[src/rtl/spq_pkg.sv]
// ----------------------------------------------------------------------------
// spq_pkg
// Shared types and constants of the sorted priority queue.
// ----------------------------------------------------------------------------
`default_nettype none

package spq_pkg;

  // queue geometry
  localparam int unsigned Depth  = 16;
  localparam int unsigned CountW = $clog2(Depth + 1);
  localparam int unsigned DataW  = 32;
  localparam int unsigned CntOutW = 5;

  // operation codes
  localparam logic OpInsert = 1'b0;
  localparam logic OpRemove = 1'b1;

  // result status codes
  typedef enum logic [1:0] {
    ST_OK    = 2'd0,
    ST_FULL  = 2'd1,
    ST_EMPTY = 2'd2
  } spq_status_e;

  // per-cycle command broadcast to every cell
  typedef struct packed {
    logic do_insert;
    logic do_remove;
  } spq_cmd_t;

endpackage

`default_nettype wire

[src/rtl/sorted_priority_queue_unit.sv]
// ----------------------------------------------------------------------------
// sorted_priority_queue_unit
// Bounded max-priority queue kept sorted in a chain of cells.
// ----------------------------------------------------------------------------
// Usage:
//   input channel (in_valid_i / in_stall_o) carries one request: op_i selects
//   insert of item_value_i or removal of the largest entry.
//   output channel (out_valid_o / out_stall_i) returns one result per
//   request: removed value, status and the entry count after the request.
//   A request accepted at an edge has its result on the output register
//   from the next cycle on. Throughput is one request per cycle while the
//   output is not stalled; every cell compares and shifts in the same cycle,
//   so the chain length does not affect rate.
//   Equal values: the newest insert sits ahead and leaves first.
//   Insert into a full queue is dropped with status full; remove from an
//   empty queue returns zero with status empty.
//   Reset empties the queue (count to zero) and drops any pending result.
//   While the receiver stalls a held result, in_stall_o is raised and no
//   request is taken; a free output register lets requests flow every cycle.
// ----------------------------------------------------------------------------
`default_nettype none

module sorted_priority_queue_unit
  import spq_pkg::*;
(
  input  wire logic             clk_i,
  input  wire logic             rst_ni,
  input  wire logic             in_valid_i,
  output logic                  in_stall_o,
  input  wire logic             op_i,
  input  wire logic [DataW-1:0] item_value_i,
  output logic                  out_valid_o,
  input  wire logic             out_stall_i,
  output logic [DataW-1:0]      removed_value_o,
  output logic [1:0]            status_o,
  output logic [CntOutW-1:0]    entry_count_o
);

  logic [CountW-1:0] count_q, count_d;
  logic              out_valid_q;
  logic [DataW-1:0]  removed_q, removed_d;
  spq_status_e       status_q, status_d;
  logic [31:0]       count_ext;
  logic              in_accept;
  logic              is_full, is_empty;
  spq_cmd_t          cmd;

  logic [DataW-1:0]  cell_value [Depth];
  logic              cell_ins   [Depth];
  logic              cell_valid [Depth];

  // handshake
  assign in_stall_o = out_valid_q && out_stall_i;
  assign in_accept  = in_valid_i && !in_stall_o;

  assign is_full  = (count_q == CountW'(Depth));
  assign is_empty = (count_q == '0);

  // command to the chain
  assign cmd.do_insert = in_accept && (op_i == OpInsert) && !is_full;
  assign cmd.do_remove = in_accept && (op_i == OpRemove) && !is_empty;

  // chain of cells
  for (genvar i = 0; i < Depth; i++) begin : g_cell
    logic [DataW-1:0] left_value, right_value;
    logic             left_ins;

    assign cell_valid[i] = (CountW'(i) < count_q);

    if (i == 0) begin : g_head
      assign left_value = item_value_i;
      assign left_ins   = 1'b0;
    end else begin : g_body
      assign left_value = cell_value[i-1];
      assign left_ins   = cell_ins[i-1];
    end

    if (i == Depth - 1) begin : g_tail
      assign right_value = cell_value[i];
    end else begin : g_inner
      assign right_value = cell_value[i+1];
    end

    spq_cell u_cell (
      .clk_i         (clk_i),
      .cmd_i         (cmd),
      .new_value_i   (item_value_i),
      .valid_i       (cell_valid[i]),
      .left_value_i  (left_value),
      .left_ins_i    (left_ins),
      .right_value_i (right_value),
      .value_o       (cell_value[i]),
      .ins_here_o    (cell_ins[i])
    );
  end

  // count and result
  always_comb begin
    count_d   = count_q;
    removed_d = '0;
    status_d  = ST_OK;
    if (op_i == OpInsert) begin
      if (is_full) begin
        status_d = ST_FULL;
      end else begin
        count_d = count_q + CountW'(1);
      end
    end else begin
      if (is_empty) begin
        status_d = ST_EMPTY;
      end else begin
        count_d   = count_q - CountW'(1);
        removed_d = cell_value[0];
      end
    end
  end

  always_ff @(posedge clk_i or negedge rst_ni) begin
    if (!rst_ni) begin
      count_q     <= '0;
      out_valid_q <= 1'b0;
    end else begin
      if (in_accept) begin
        count_q     <= count_d;
        out_valid_q <= 1'b1;
      end else if (!out_stall_i) begin
        out_valid_q <= 1'b0;
      end
    end
  end

  // result payload
  always_ff @(posedge clk_i) begin
    if (in_accept) begin
      removed_q <= removed_d;
      status_q  <= status_d;
    end
  end

  assign count_ext       = 32'(count_q);
  assign out_valid_o     = out_valid_q;
  assign removed_value_o = removed_q;
  assign status_o        = status_q;
  assign entry_count_o   = count_ext[CntOutW-1:0];

`ifndef SYNTHESIS
  a_count_bound: assert property (@(posedge clk_i) disable iff (!rst_ni)
    count_q <= CountW'(Depth))
    else $error("entry count above depth");

  a_insert_count: assert property (@(posedge clk_i) disable iff (!rst_ni)
    cmd.do_insert |=> count_q == $past(count_q) + CountW'(1))
    else $error("insert did not grow the count");

  a_remove_head: assert property (@(posedge clk_i) disable iff (!rst_ni)
    cmd.do_remove |=> out_valid_o && removed_value_o == $past(cell_value[0]))
    else $error("remove did not return the head entry");

  a_error_zero: assert property (@(posedge clk_i) disable iff (!rst_ni)
    out_valid_o && status_o != ST_OK |-> removed_value_o == '0)
    else $error("failed request returned a nonzero value");
`endif

endmodule

`default_nettype wire

[src/rtl/spq_cell.sv]
// ----------------------------------------------------------------------------
// spq_cell
// One slot of the sorted chain: holds one entry, takes the new value, its
// left neighbor's entry on insert, or its right neighbor's entry on remove.
// ----------------------------------------------------------------------------
`default_nettype none

module spq_cell
  import spq_pkg::*;
(
  input  wire logic             clk_i,
  input  wire spq_cmd_t         cmd_i,
  input  wire logic [DataW-1:0] new_value_i,
  input  wire logic             valid_i,
  input  wire logic [DataW-1:0] left_value_i,
  input  wire logic             left_ins_i,
  input  wire logic [DataW-1:0] right_value_i,
  output logic [DataW-1:0]      value_o,
  output logic                  ins_here_o
);

  logic [DataW-1:0] value_q, value_d;

  // new value belongs at or ahead of this slot
  assign ins_here_o = !valid_i || ($signed(new_value_i) >= $signed(value_q));

  // next entry of this slot
  always_comb begin
    value_d = value_q;
    if (cmd_i.do_insert) begin
      if (left_ins_i) begin
        value_d = left_value_i;
      end else if (ins_here_o) begin
        value_d = new_value_i;
      end
    end else if (cmd_i.do_remove) begin
      value_d = right_value_i;
    end
  end

  always_ff @(posedge clk_i) begin
    value_q <= value_d;
  end

  assign value_o = value_q;

endmodule

`default_nettype wire
[config.mk]
export PLATFORM = sky130hd
export DESIGN_NAME = sorted_priority_queue_unit
export DESIGN_NICKNAME = d
export VERILOG_FILES = /design/src/rtl/spq_pkg.sv /design/src/rtl/sorted_priority_queue_unit.sv /design/src/rtl/spq_cell.sv
export SDC_FILE = /design/constraint.sdc
export NUM_CORES = 2
export LEC_CHECK = 0
export ABC_AREA = 1
export BUFFER_PORTS_ARGS = -buffer_cell sky130_fd_sc_hd__buf_2
export CELL_PAD_IN_SITES_DETAIL_PLACEMENT = 1
export CELL_PAD_IN_SITES_GLOBAL_PLACEMENT = 2
export CORE_MARGIN = 3
export CORE_UTILIZATION = 30
export CTS_CLUSTER_DIAMETER = 80
export DETAILED_ROUTE_END_ITERATION = 10
export PLACE_DENSITY = 0.65
export RECOVER_POWER = 25
export SKIP_LAST_GASP = 1
export SYNTH_ARGS = -nofsm -noshare
export SYNTH_HDL_FRONTEND = slang
export SYNTH_SLANG_ARGS = --single-unit
[constraint.sdc]
create_clock -name clk_i -period 5.7 [get_ports clk_i]
set_input_delay 0 -clock clk_i [delete_from_list [all_inputs] [get_ports clk_i]]
set_output_delay 0 -clock clk_i [all_outputs]
set_load 0.01 [all_outputs]
==> run metrics <==
chip width=387 um; min Tclk post-route=4.73 ns; Max Cap Viol=3; TritonCTS Sinks=552; gp weighted congestion=approximately 0.8; pre-CTS setup slack=1.35 ns; die height=between 300 and 400 um; Starting DRT DRC Count=~1800; register area=0.0165 mm^2; I/O Pins=78; Hold Path Class=in2reg; Starting Density=30.3%; H-tree levels=3; fin. max-slew vios=218; Final period util=just over 80%; CP Launch Point=entry_count_o[1]$_DFFE_PN0P_; failing checks=capacitance limit, slew limit; FF-to-FF End=g_cell[10].u_cell.value_o[23]$_DFFE_PP_; clk slew on worst S/H paths=0.06 ns; Cell variety after synth=41; Yosys top cell area share=37.7%; total gr overflow=0; count leader, synth=nand2_1; CP Class=reg2reg; Reg2Reg Launch Point=entry_count_o[1]$_DFFE_PN0P_; status=complete, but fails checks; final hold violation count=0; Post-CTS Setup Repair Bufs=0; Worst setup endpoint=g_cell[10].u_cell.value_o[23]$_DFFE_PP_; syn_nets=between 6000 and 7000; Slew headroom=-40.5%; core area=0.144 mm^2; Final Power=21500 uW; endpoints failing setup=0; Post-Syn Instances=5704; yosys warns=0; Post-synth EDFFs=546; Peak supply drop=0.237 mV; Filler cells=17550; CP arrival=between 5 and 6 ns; Post-synth top flop=edfxtp_1; Root Buffer=clkbuf_16; initial antenna violation count=2; TritonCTS clock tree=built; Yosys top cell by area=edfxtp_1; Fmax achieved=211 MHz; Post-synth ARST share=1.09%; DRT antenna net count=0; Worst-Margin Slew=2.11 ns; DR WL/cell=19.7 um; multi-input logic area=0.0230 mm^2; power per cell area=449 mW/mm^2; mean post-synth cell area=about 7.6 um^2; Sum Neg Setup Slack=0 ns; number of buffers created by CTS=79; final WL=around 150 mm; Crit. End Element=flip-flop; Yosys reg bits=552; post-CTS sizing=0; DRT Pass-1 Iters=7; share of layout cells above drive strength 1=4.90%; Area growth, synth to finish=10.3%; total track usage=19.8%; die area=0.149 mm^2; pin count of the biggest net entering global routing=193; RSZ-0062 raised after global routing=no; worst-path maximum fanout=170; first-pass GRT wire length=235 mm; Setup Skew=0.0351 ns; WP data required=6.21 ns; synthesized area=about 0.043 mm^2; register area share after synthesis=between 30% and 40%; CTS Buffer Depth=3; r2r worst-path depth=8; Final HPWL DP=approximately 110 mm; num rows=~140; DRC Markers=0; Leak=0.0232 uW; ranking of synthesized cells by area=edfxtp_1 38%, nand2_1 17%, ha_1 15%; CP Launch Type=flip-flop; Vias=37698; number of vias per cell=about 5; hold depth=4; final worst setup slack=0.972 ns; flop2flop setup slack=0.97 ns; Worst-Skew Late Latency=0.67 ns; fin nets=6169; vias in the first global route=40049; port bufs=77; Commonest cells post-synth=2005 x nand2_1, 676 x inv_1, 546 x edfxtp_1
critical path, stage by stage, from the launching register on:
cell,delay [ns]
dfrtp_1,0.56
inv_1,0.25
ha_1,0.32
nand3_1,0.22
nand2_1,0.38
clkbuf_2,1.48
buf_12,0.46
nand2_1,0.19
nand2_1,0.13
flip-flops by register name, summed over array words and instances (netlist names):
register / count
removed_value_o: 32
out_valid_o: 1
g_cell.u_cell.value_o: 512
entry_count_o: 5
status_o: 2
repair_timing:
item,CTS,global route
endpoints found under the setup margin,0,0
endpoints found under the hold margin,15,0
hold buffers,6,0
metal layers:
metal | wire [um] | share of wire, % | up-vias | track usage (%)
met1 | 73500 | 49 | 18037 | 26.9
met3 | 4170 | 2.8 | 152 | 2.34
met2 | 68700 | 46 | 420 | 33.4
met4 | 3310 | 2.2 | 0 | 4.63
li1 | - | - | 19089 | -
met5 | 0 | 0 | - | 0
how the worst min path moves through the flow:
stage / from / endpoint
6_report: item_value_i[0] / g_cell[0].u_cell.value_o[0]$_DFFE_PP_
5_1_grt: item_value_i[0] / g_cell[0].u_cell.value_o[0]$_DFFE_PP_
4_1_cts: item_value_i[0] / g_cell[0].u_cell.value_o[0]$_DFFE_PP_
3_5_place_dp: rst_ni / out_valid_o$_DFFE_PN0P_
3_3_place_gp: rst_ni / out_valid_o$_DFFE_PN0P_
2_1_floorplan: rst_ni / entry_count_o[0]$_DFFE_PN0P_
through the flow:
stage / hold WS (ns) / instances / utilization, % / instance area (um^2)
after floorplan: -0.296 / 5704 / - / 43500
after global placement: -0.124 / 7433 / 31.6 / 45500
after detailed placement: -0.120 / 7433 / 31.6 / 45500
after CTS: 0.109 / 7582 / 33.4 / 48000
after global routing: 0.149 / 7582 / 33.4 / 47900
final: 0.147 / 7583 / 33.4 / 47900
power by group:
group / internal (uW) / switching, uW
Sequential: 6180 / 659
Clock: 2870 / 2020
Combinational: 2990 / 6810
Total: 12000 / 9480
cell families (layout without fill, tap and decap cells):
logic type	after synthesis	count (layout)	share of synthesized area [%]
xor gates and xnor gates	5	5	0.101
DFF	552	552	38.1
and+or+nand+nor	3225	3225	32.8
AOI/OAI and AO/OA	407	407	5.06
buffers and inverters	1000	975	9.14
adders and majority gates	515	515	14.8
other	0	1	0
layout make-up:
class | count | share of cell area [%]
Antenna cell | 1 | 0.00522
Clock buffer | 100 | 4.47
Clock inverter | 43 | 0.718
Inverter | 680 | 5.34
Multi-Input combinational cell | 4152 | 48.0
Sequential cell | 552 | 34.5
Tap cell | 1903 | 4.97
Timing Repair Buffer | 152 | 1.98
placed cells by master (no fill, tap or decap), types with 4 or more instances in the layout:
| cell type | n |
|---|---|
| o21ai_0 | 113 |
| a21oi_2 | 8 |
| nor2_4 | 5 |
| buf_12 | 4 |
| nand2_2 | 10 |
| clkinv_2 | 12 |
| nand4_1 | 481 |
| clkinv_1 | 22 |
| nand2_1 | 2005 |
| inv_1 | 676 |
| a21oi_1 | 231 |
| o21a_1 | 31 |
| clkbuf_1 | 61 |
| edfxtp_1 | 546 |
| bufinv_16 | 5 |
| xor2_1 | 5 |
| nand3_1 | 486 |
| nor4_2 | 9 |
| nand3_2 | 21 |
| a21o_1 | 14 |
| ha_1 | 515 |
| nor3_1 | 5 |
| nor2_1 | 188 |
| dfrtp_1 | 6 |
| dlygate4sd3_1 | 6 |
| clkbuf_16 | 83 |
| buf_4 | 61 |
| buf_2 | 35 |
No activity file was read; power rests on OpenSTA's default activity.
